<file path="config.mk">
export PLATFORM = sky130hd
export DESIGN_NAME = mavlink_frame_delimiter
export DESIGN_NICKNAME = d
export VERILOG_FILES = /design/src/rtl/mfd_pkg.sv /design/src/rtl/mavlink_frame_delimiter.sv
export SDC_FILE = /design/constraint.sdc
export NUM_CORES = 1
export LEC_CHECK = 0
export ABC_AREA = 1
export BUFFER_PORTS_ARGS = -buffer_cell sky130_fd_sc_hd__buf_2
export CELL_PAD_IN_SITES_DETAIL_PLACEMENT = 1
export CELL_PAD_IN_SITES_GLOBAL_PLACEMENT = 2
export CORE_MARGIN = 10
export CORE_UTILIZATION = 35
export DETAILED_ROUTE_END_ITERATION = 8
export PLACE_DENSITY = 0.88
export SLEW_MARGIN = 20
export SYNTH_ARGS = -nofsm -noshare
export SYNTH_HDL_FRONTEND = slang
export SYNTH_SLANG_ARGS = --single-unit
</file>
<file path="constraint.sdc">
create_clock -name i_clk -period 6.6 [get_ports i_clk]
set_input_delay 1.32 -clock i_clk [delete_from_list [all_inputs] [get_ports i_clk]]
set_output_delay 1.32 -clock i_clk [all_outputs]
set_load 0.005 [all_outputs]
</file>
<file path="src/rtl/mfd_pkg.sv">
`default_nettype none
package mfd_pkg;

    localparam logic [7:0] MARK_V1      = 8'hFE;
    localparam logic [7:0] MARK_V2      = 8'hFD;
    localparam logic [8:0] OVERHEAD_V1  = 9'd8;
    localparam logic [8:0] OVERHEAD_V2  = 9'd12;
    localparam logic [8:0] SIGNED_EXTRA = 9'd13;
    localparam logic [8:0] HEADER_V1    = 9'd2;
    localparam logic [8:0] HEADER_V2    = 9'd3;
    localparam logic [8:0] DEFAULT_MAX_LEN = 9'd250;

    localparam int OUT_SLOTS   = 6;
    localparam int CNT_W       = $clog2(OUT_SLOTS + 1);
    localparam int MAX_PUSH    = 3;

    typedef logic [CNT_W-1:0] t_count;

    typedef enum logic [1:0] {
        REG_MAX_FRAME_LEN = 2'd0,
        REG_ACCEPT_V2     = 2'd1
    } t_reg_index;

    typedef enum logic [3:0] {
        PH_HUNT  = 4'b0001,
        PH_LEN   = 4'b0010,
        PH_FLAGS = 4'b0100,
        PH_BODY  = 4'b1000
    } t_phase;

    typedef struct packed {
        logic [7:0] out_byte;
        logic       frame_first;
        logic       frame_last;
        logic       frame_version;
    } t_entry;

endpackage
`default_nettype wire

</file>
<file path="src/rtl/mavlink_frame_delimiter.sv">
// Byte-stream frame delimiter for a telemetry link, one byte per transaction.
// Bytes are dropped until a start marker (0xFE version 1, 0xFD version 2 when
// accept_v2 is set) arrives; the header bytes are held until the frame length
// is known, then the whole frame is passed out byte by byte with first/last
// marks, or skipped when longer than max_frame_len. The block takes one input
// byte per clock while o_stall is low: the phase machine and length counter
// decide each byte combinationally, and results go into a six-entry output
// queue that hands out one byte per clock while i_stall is low. The length or
// flags byte releases a burst of two or three held header bytes at once; input
// stall rises only while more than three results are queued, so a steady stream
// with a draining output runs at one byte per cycle via the registered queue.
`default_nettype none
module mavlink_frame_delimiter
    import mfd_pkg::*;
(
    input  wire logic       i_clk,
    input  wire logic       i_rst_n,

    input  wire logic       i_valid,
    output logic            o_stall,
    input  wire logic [7:0] i_data_byte,

    output logic            o_valid,
    input  wire logic       i_stall,
    output logic [7:0]      o_out_byte,
    output logic            o_frame_first,
    output logic            o_frame_last,
    output logic            o_frame_version,

    input  wire logic       i_cfg_valid,
    output logic            o_cfg_ready,
    input  wire logic [1:0] i_cfg_index,
    input  wire logic [8:0] i_cfg_data
);

    logic [8:0] r_max_frame_len;
    logic       r_accept_v2;

    t_phase     r_phase, n_phase;
    logic [7:0] r_held_marker, n_held_marker;
    logic [7:0] r_held_length, n_held_length;
    logic [8:0] r_bytes_left, n_bytes_left;
    logic       r_is_v2, n_is_v2;
    logic       r_dropping, n_dropping;

    t_entry     r_q [OUT_SLOTS];
    t_entry     n_q [OUT_SLOTS];
    t_count     r_count, n_count;

    logic       accept;
    logic       pop;
    logic [1:0] push;
    t_entry     e0, e1, e2;
    logic [8:0] total_v1, total_v2, left_dec;
    t_count     base;

    assign o_cfg_ready = 1'b1;
    assign o_stall     = (r_count > t_count'(OUT_SLOTS - MAX_PUSH));
    assign accept      = i_valid && !o_stall;
    assign o_valid     = (r_count != '0);
    assign pop         = o_valid && !i_stall;

    assign o_out_byte      = r_q[0].out_byte;
    assign o_frame_first   = r_q[0].frame_first;
    assign o_frame_last    = r_q[0].frame_last;
    assign o_frame_version = r_q[0].frame_version;

    assign total_v1 = {1'b0, i_data_byte} + OVERHEAD_V1;
    assign total_v2 = {1'b0, r_held_length} + OVERHEAD_V2
                    + (i_data_byte[0] ? SIGNED_EXTRA : 9'd0);
    assign left_dec = (r_bytes_left != '0) ? r_bytes_left - 9'd1 : r_bytes_left;

    always_comb begin
        n_phase       = r_phase;
        n_held_marker = r_held_marker;
        n_held_length = r_held_length;
        n_bytes_left  = r_bytes_left;
        n_is_v2       = r_is_v2;
        n_dropping    = r_dropping;
        push          = 2'd0;
        e0 = '{out_byte: r_held_marker, frame_first: 1'b1, frame_last: 1'b0,
               frame_version: r_is_v2};
        e1 = '{out_byte: r_held_length, frame_first: 1'b0, frame_last: 1'b0,
               frame_version: r_is_v2};
        e2 = '{out_byte: i_data_byte, frame_first: 1'b0, frame_last: 1'b0,
               frame_version: r_is_v2};
        if (accept) begin
            case (r_phase)
                PH_LEN: begin
                    n_held_length = i_data_byte;
                    if (!r_is_v2) begin
                        n_dropping   = (total_v1 > r_max_frame_len);
                        n_bytes_left = total_v1 - HEADER_V1;
                        n_phase      = PH_BODY;
                        e1.out_byte  = i_data_byte;
                        if (total_v1 <= r_max_frame_len) begin
                            push = 2'd2;
                        end
                    end else begin
                        n_phase = PH_FLAGS;
                    end
                end
                PH_FLAGS: begin
                    n_dropping   = (total_v2 > r_max_frame_len);
                    n_bytes_left = total_v2 - HEADER_V2;
                    n_phase      = PH_BODY;
                    if (total_v2 <= r_max_frame_len) begin
                        push = 2'd3;
                    end
                end
                PH_BODY: begin
                    n_bytes_left   = left_dec;
                    e0.out_byte    = i_data_byte;
                    e0.frame_first = 1'b0;
                    if (left_dec == '0) begin
                        n_phase       = PH_HUNT;
                        n_dropping    = 1'b0;
                        e0.frame_last = 1'b1;
                    end
                    if (!r_dropping) begin
                        push = 2'd1;
                    end
                end
                default: begin
                    if (i_data_byte == MARK_V1 || (i_data_byte == MARK_V2 && r_accept_v2)) begin
                        n_held_marker = i_data_byte;
                        n_is_v2       = (i_data_byte == MARK_V2);
                        n_dropping    = 1'b0;
                        n_phase       = PH_LEN;
                    end else begin
                        n_phase = PH_HUNT;
                    end
                end
            endcase
        end
    end

    always_comb begin
        base    = r_count - t_count'(pop);
        n_count = base + t_count'(push);
        for (int j = 0; j < OUT_SLOTS; j++) begin
            if (pop && j < OUT_SLOTS - 1) begin
                n_q[j] = r_q[(j + 1) % OUT_SLOTS];
            end else begin
                n_q[j] = r_q[j];
            end
            if (push >= 2'd1 && t_count'(j) == base) begin
                n_q[j] = e0;
            end
            if (push >= 2'd2 && t_count'(j) == t_count'(base + t_count'(1))) begin
                n_q[j] = e1;
            end
            if (push == 2'd3 && t_count'(j) == t_count'(base + t_count'(2))) begin
                n_q[j] = e2;
            end
        end
    end

    always_ff @(posedge i_clk) begin
        if (!i_rst_n) begin
            r_max_frame_len <= DEFAULT_MAX_LEN;
            r_accept_v2     <= 1'b1;
        end else if (i_cfg_valid && o_cfg_ready) begin
            case (i_cfg_index)
                REG_MAX_FRAME_LEN: r_max_frame_len <= i_cfg_data;
                REG_ACCEPT_V2:     r_accept_v2     <= i_cfg_data[0];
                default: ;
            endcase
        end
    end

    always_ff @(posedge i_clk) begin
        if (!i_rst_n) begin
            r_phase       <= PH_HUNT;
            r_held_marker <= '0;
            r_held_length <= '0;
            r_bytes_left  <= '0;
            r_is_v2       <= 1'b0;
            r_dropping    <= 1'b0;
            r_count       <= '0;
        end else begin
            r_phase       <= n_phase;
            r_held_marker <= n_held_marker;
            r_held_length <= n_held_length;
            r_bytes_left  <= n_bytes_left;
            r_is_v2       <= n_is_v2;
            r_dropping    <= n_dropping;
            r_count       <= n_count;
        end
    end

    always_ff @(posedge i_clk) begin
        r_q <= n_q;
    end

    a_count_bound: assert property (@(posedge i_clk) disable iff (!i_rst_n)
        r_count <= t_count'(OUT_SLOTS))
        else $error("output queue overflow");

    a_body_left: assert property (@(posedge i_clk) disable iff (!i_rst_n)
        r_phase == PH_BODY |-> r_bytes_left != '0)
        else $error("body phase with no bytes left");

    a_first_marker: assert property (@(posedge i_clk) disable iff (!i_rst_n)
        (o_valid && o_frame_first) |-> (o_out_byte == MARK_V1 || o_out_byte == MARK_V2))
        else $error("first byte is not a start marker");

    a_first_version: assert property (@(posedge i_clk) disable iff (!i_rst_n)
        (o_valid && o_frame_first) |-> (o_frame_version == (o_out_byte == MARK_V2)))
        else $error("version mark disagrees with start marker");

endmodule
`default_nettype wire
</file>
==> impl_metrics.ini, run 1 <==
[clocking]
clk_pin_slew_worst_paths_ns = 0.08
hold_buffers = 0
cts.sinks = 110
clockBufferDepth = 2
cts_tree = built
clkLatencyLatePin_ns = 0.36
htreeDepth = 3
post_cts_resized = 0
cts_root_buf = clkbuf_16
cts_buffers = 9
cts_setup_buffers = 0

[timing]
maxSlewHeadroom_pct = 25.6
fin_crit_sh_pct = 84.6
fin_skew_ns = 0.0135
worst_slew_pin_slew_ns = 1.10
final_max_slew_viol_count = 0
grt_setup_unrepaired = no
setup_violations = 0
hold_violations = 0
period_needed_ns = 5.58
fmax_ghz = 0.179
fin_tns_setup_ns = 0

[global_routing]
grt_pass1_wl_um = 43600
grt_max_degree = 35
grt.total_usage_pct = 19.3
grt_pass1_vias = 7785
overflow = 0
antenna_found_initial = 0

[logic_synthesis]
yosys_warnings = 0
yosys.cell_count.top_type = nand2_1
syn_inst = 1178
ys_ff_latch = 110
syn_area_per_cell_um2 = 6.79
synth_fp_nets = 1238
yosysTopAreaCell = edfxtp_1
async_flop_share_pct = 0
synthDistinctLibCells = 47
synth_common_cells = 325 x nand2_1, 144 x inv_1, 135 x nand3_1
synth_top_area_share_pct = 20.3
synthFlopType = dfxtp_1
synth_edf_count = 54
netlist_area_mm2 = 0.00800
seq_area_frac_synth_pct = 34.3
synthTopCellsByArea = edfxtp_1 20%, nand2_1 15%, dfxtp_1 14%, nand3_1 8.4%, inv_1 6.8%

[floorplanning]
core_mm2 = 0.0226
die_width_um = 171
die-area_mm2 = 0.0293
start_util_pct = 35.4
die_y_um = 171
io_pins = 38
std_cell_rows = 55

[pwr]
power_leakage_nw = 4.31
ir_drop_mv = 0.110
swShare_pct = 39.4
pwr-share-comb_pct = 34.6
cellPowerDensity_mw_per_mm2 = 267
seqPwrFrac_pct = 40.1
pwr-share-clk_pct = 25.3
switching_power_mw = 0.903
p_int_mw = 1.39

[layout]
areaGrowthSynthToFinish_pct = 7.12
layout-drive-gt1-share_pct = 9.38
fin_area_mm2 = 0.00857
fin_nets = 1238
stdcell_count = 1468
n_antenna_cell = 0

[critical_path]
cp-end-kind = flip-flop
critPathMaxFanout = 28
cp.required_ns = 6.56
path_class = in -> reg
cp-start-kind = input port
worstPathArrival_ns = 5.55

[place]
port_buffers = 36
place_area_mm2 = 0.00827
hpwl_um = 21200
gp_congestion = 0.879
dpl.cell_count = 1452

[run]
max_cap_violations = 0

[route]
drt-total-wl_um = 27800
routed_via_density = 5.21
drc = 0
dr.pass1.iters = 4
num_vias = 7647
ant_nets = 0
wl_per_cell_um = 18.9
drt-initial-drc-count = 400

[outcome]
run_status = finished, final reports clean

[hold_path]
hp-class = reg -> reg
[worst max-delay path: stages]
cell      delay, ns
buf_2          0.28
inv_1          0.19
ha_1           0.32
inv_1          0.04
ha_1           0.32
nand3_1        0.11
nand2_1        0.09
nand2_1        0.05
a21oi_1        0.21
xor2_1         0.31
inv_1          0.11
ha_1           0.31
nand2_1        0.05
nor2_1         0.16
nand3b_1       0.10
nand3_1        0.09
nand2_1        0.10
nand2_2        0.11
nand2_1        0.10
nand2_4        0.13
nand2_4        0.24
nand2_2        0.33
nand4_1        0.46
[registers in the layout, summed over array words and instances (netlist names)]
register,cells
r_q,55
r_bytes_left,9
r_max_frame_len,9
o_out_byte,8
r_held_length,8
r_held_marker,8
r_phase,4
r_count,3
o_frame_first,1
o_frame_last,1
o_frame_version,1
r_accept_v2,1
r_dropping,1
r_is_v2,1
[cell families after synthesis]
group           count (synthesis)  share of synthesized area [%]
other cells                     1                         0.0469
compound gates                156                           10.5
flops                         110                           34.3
xor+xnor                       15                           1.64
simple gates                  641                           35.7
buf+inv                       219                           12.1
fa+ha+maj                      36                           5.73
[area by class of cell]
cell class | instances | area, um^2
clock buffers | 9 | 225
clock inverters | 7 | 77.6
fillers | 2903 | 14000
inverters | 162 | 621
multi-input cells | 849 | 4290
flip-flops and latches | 110 | 2740
well taps | 285 | 357
repair buffers | 46 | 255
[placed cells by master (no fill, tap or decap), types with 4 or more instances in the layout]
| cell | netlist | routed |
|---|---|---|
| buf_4 | 18 | 10 |
| clkinv_1 | 4 | 4 |
| xnor2_1 | 4 | 4 |
| o21ai_1 | 16 | 17 |
| nand3_1 | 135 | 135 |
| clkbuf_16 | 0 | 9 |
| nand2_1 | 325 | 325 |
| nand2_4 | 6 | 6 |
| nand4_1 | 15 | 15 |
| dfxtp_1 | 56 | 56 |
| inv_2 | 11 | 11 |
| nor2_1 | 127 | 127 |
| o21ai_0 | 42 | 41 |
| inv_1 | 144 | 144 |
| xor2_1 | 11 | 11 |
| nand3_2 | 4 | 4 |
| buf_2 | 15 | 36 |
| edfxtp_1 | 54 | 54 |
| a21oi_1 | 74 | 74 |
| o211ai_1 | 10 | 10 |
| ha_1 | 35 | 35 |
| nand2_2 | 9 | 9 |
[layer usage]
metal | share of wire (%) | track usage, % | vias to the layer above
met3 | 3.4 | 2.82 | 25
met2 | 50 | 33.9 | 123
met4 | 1.8 | 4.88 | 0
li1 | - | - | 3793
met1 | 45 | 24.2 | 3706
met5 | 0 | 0 | -
[stage by stage]
stage	total power [mW]	hold WS, ns	worst slack (ns)	utilization [%]
detailed placement	1.73	0.448	0.649	36.6
CTS	2.31	0.458	1.03	38.0
finish	2.29	0.458	1.02	38.0
global route	2.44	0.476	0.562	38.0
global placement	1.70	0.441	0.907	36.6
floorplan	1.49	0.419	1.51	-
[path summary, 6_finish.rpt]
kind                                        from                to  slack [ns]  depth (start not counted)
worst min-delay path            r_held_marker[0]  r_held_marker[0]        0.46                          2
worst max register to register  r_held_length[3]           r_q[51]        2.08                         22
worst min register to register  r_held_marker[0]  r_held_marker[0]        0.46                          2
worst max-delay path              i_data_byte[0]           r_q[51]        1.02                         23
[power groups by stage]
stage	Clock (mW)	Sequential, mW	Combinational, mW
after floorplan	0	0.916	0.574
after global placement	0	0.933	0.771
after detailed placement	0	0.935	0.791
after CTS	0.593	0.921	0.796
after global routing	0.615	0.932	0.889
final	0.580	0.919	0.791
No activity file was read; power rests on OpenSTA's default activity.
==> run 2: changes to the inputs <==
ABC_AREA = 0   (was 1)
PLACE_DENSITY = 0.84   (was 0.88)
clock period = 4.5 ns   (was 6.6 ns; I/O delays follow)
==> impl_metrics.ini, run 2 <==
[floorplanning]
die_y_um = 165
std_cell_rows = 52
core_mm2 = 0.0204
start_util_pct = 36.0
die_width_um = 165
die-area_mm2 = 0.0272
io_pins = 38

[global_routing]
antenna_found_initial = 0
overflow = 0
grt.total_usage_pct = 17.4
grt_pass1_vias = 6621
grt_max_degree = 45
grt_pass1_wl_um = 37300

[critical_path]
reg2reg_depth = 18
r2r_end = r_q[43]
r2r-start = r_held_length[2]
cp.required_ns = 4.63
cp-end-kind = flip-flop
cp-start-kind = input port
crit_start = i_data_byte[0]
path_class = in -> reg
critPathMaxFanout = 5
worstPathArrival_ns = 4.57
regToRegSetupSlack_ns = 0.26
critPathCapture = r_q[43]

[timing]
fin_ws_ns = 0.0617
hold_violations = 0
worst_slew_pin_slew_ns = 0.802
setup_violations = 0
maxSlewHeadroom_pct = 46.3
final_max_slew_viol_count = 0
period_needed_ns = 4.44
fin_crit_sh_pct = 98.6
fin_skew_ns = 0.0115
fmax_ghz = 0.225
fin_tns_setup_ns = 0
timing.hold.ws_ns = 0.468

[route]
num_vias = 6556
ant_nets = 0
wl_per_cell_um = 20.2
dr.pass1.iters = 5
drc = 0
routed_via_density = 5.63
drt-initial-drc-count = 380
drt-total-wl_um = 23500

[clocking]
cts_buffers = 9
cts_tree = built
clk_pin_slew_worst_paths_ns = 0.08
clkLatencyLatePin_ns = 0.38
cts.sinks = 110
clockBufferDepth = 2
cts_root_buf = clkbuf_16
htreeDepth = 3

[logic_synthesis]
synth_top_area_share_pct = 22.0
syn_area_per_cell_um2 = 9.00
yosys.cell_count.top_type = nand2_1
synthFlopType = dfxtp_1
synth_edf_count = 54
synth_common_cells = 103 x nand2_1, 60 x nor2_1, 56 x dfxtp_1
async_flop_share_pct = 0
seq_area_frac_synth_pct = 37.3
synthDistinctLibCells = 82
netlist_area_mm2 = 0.00736
synth_fp_nets = 878
synthTopCellsByArea = edfxtp_1 22%, dfxtp_1 15%, ha_1 6.0%, nand2_1 5.3%, o211ai_1 4.1%
yosys_warnings = 0
yosysTopAreaCell = edfxtp_1
syn_inst = 818
ys_ff_latch = 110

[place]
place_area_mm2 = 0.00835
port_buffers = 36
hpwl_um = 18200
gp_congestion = 0.860
pre_cts_ws_ns = -0.422
dpl.cell_count = 1142

[layout]
largest_reg_flops = 55
layout-drive-gt1-share_pct = 23.9
n_antenna_cell = 0
areaGrowthSynthToFinish_pct = 20.6
final_common_cell = nand2_1
fin_area_mm2 = 0.00887
final_cell_mix = 97 x nand2_1, 74 x buf_4, 59 x nor2_1, 56 x dfxtp_1, 54 x edfxtp_1
stdcell_count = 1164
final_core_util_pct = 43.4
nFillCells = 2366
reg_top3 = r_q (55), r_bytes_left (9), r_max_frame_len (9)
fin_nets = 949
top_register = r_q

[pwr]
power.total_mw = 2.68
power_leakage_nw = 3.44
ir_drop_mv = 0.167
cellPowerDensity_mw_per_mm2 = 302

[outcome]
run_status = finished, final reports clean

[hold_path]
hp-class = reg -> reg
hold_depth = 1
worstHoldStart = r_held_marker[3]

[run]
max_cap_violations = 0
## run 2: cell types whose count changed after synthesis, sizes merged, moves of 15 or more
cell	delta
nand2	-237
inv	-123
nand3	-116
nor2	-71
a21oi	-35
o211ai	+32
a21boi	+19
mux2i	+19
clkbuf	+17
a221o	+16
buf	-16
a211oi	+15
o21ai	-15
## run 2: area by class of cell
type                            instances  area (um^2)  share of cell area [%]
Inverter                               34          135                    1.52
Timing Repair Buffer                  118          885                    9.97
Clock inverter                          7         70.1                   0.790
Clock buffer                            9          225                    2.54
Sequential cell                       110         2740                    30.9
Tap cell                              270          338                    3.81
Multi-Input combinational cell        616         4480                    50.5
## run 2: worst min path at each step
stage | end | slack (ns)
floorplan | r_held_marker[4] | 0.44
global placement | r_held_marker[3] | 0.45
detailed placement | r_held_marker[3] | 0.45
CTS | r_held_marker[3] | 0.47
global route | r_held_marker[4] | 0.48
finish | r_held_marker[3] | 0.47
## run 2: repair_timing
action,in CTS,in global routing
hold buffers,0,0
setup buffers,0,5
gates cloned,1,0
setup endpoints to repair,15,104
gates resized for setup,5,27
pin swaps,1,18
## run 2: layer usage
metal / share of wire [%] / track usage [%] / routed length (um)
met5: 0 / 0 / 0
met4: 1.2 / 4.91 / 294
met3: 4.0 / 2.27 / 945
met2: 47 / 28.2 / 11100
met1: 47 / 23.5 / 11200
## run 2: cell families after synthesis
kind of cell | synth area share [%]
buf+inv | 5.66
mux | 4.27
compound gates | 23.6
xor+xnor | 2.86
simple gates | 20.0
flops | 37.3
other cells | 0.0510
fa+ha+maj | 6.22
## run 2: worst max-delay path, cell delays in order
cell and delay [ns]:
buf_6 0.10, inv_8 0.04, ha_4 0.26, inv_2 0.04
ha_4 0.21, and3b_1 0.20, o21a_1 0.20, o21ai_2 0.15
xnor2_2 0.15, ha_4 0.25, a21oi_4 0.15, o21ai_4 0.09
or4_4 0.57, a21oi_4 0.23, o21ai_4 0.11, o32ai_4 0.37
buf_4 0.20, a211oi_1 0.05, a221o_1 0.29
## run 2: power breakdown
group / total, mW / switching (mW) / internal, mW / leakage (nW)
registers: 1.19 / 0.0278 / 1.17 / 0.972
clock network: 0.838 / 0.443 / 0.395 / 0.147
logic: 0.646 / 0.408 / 0.238 / 2.32
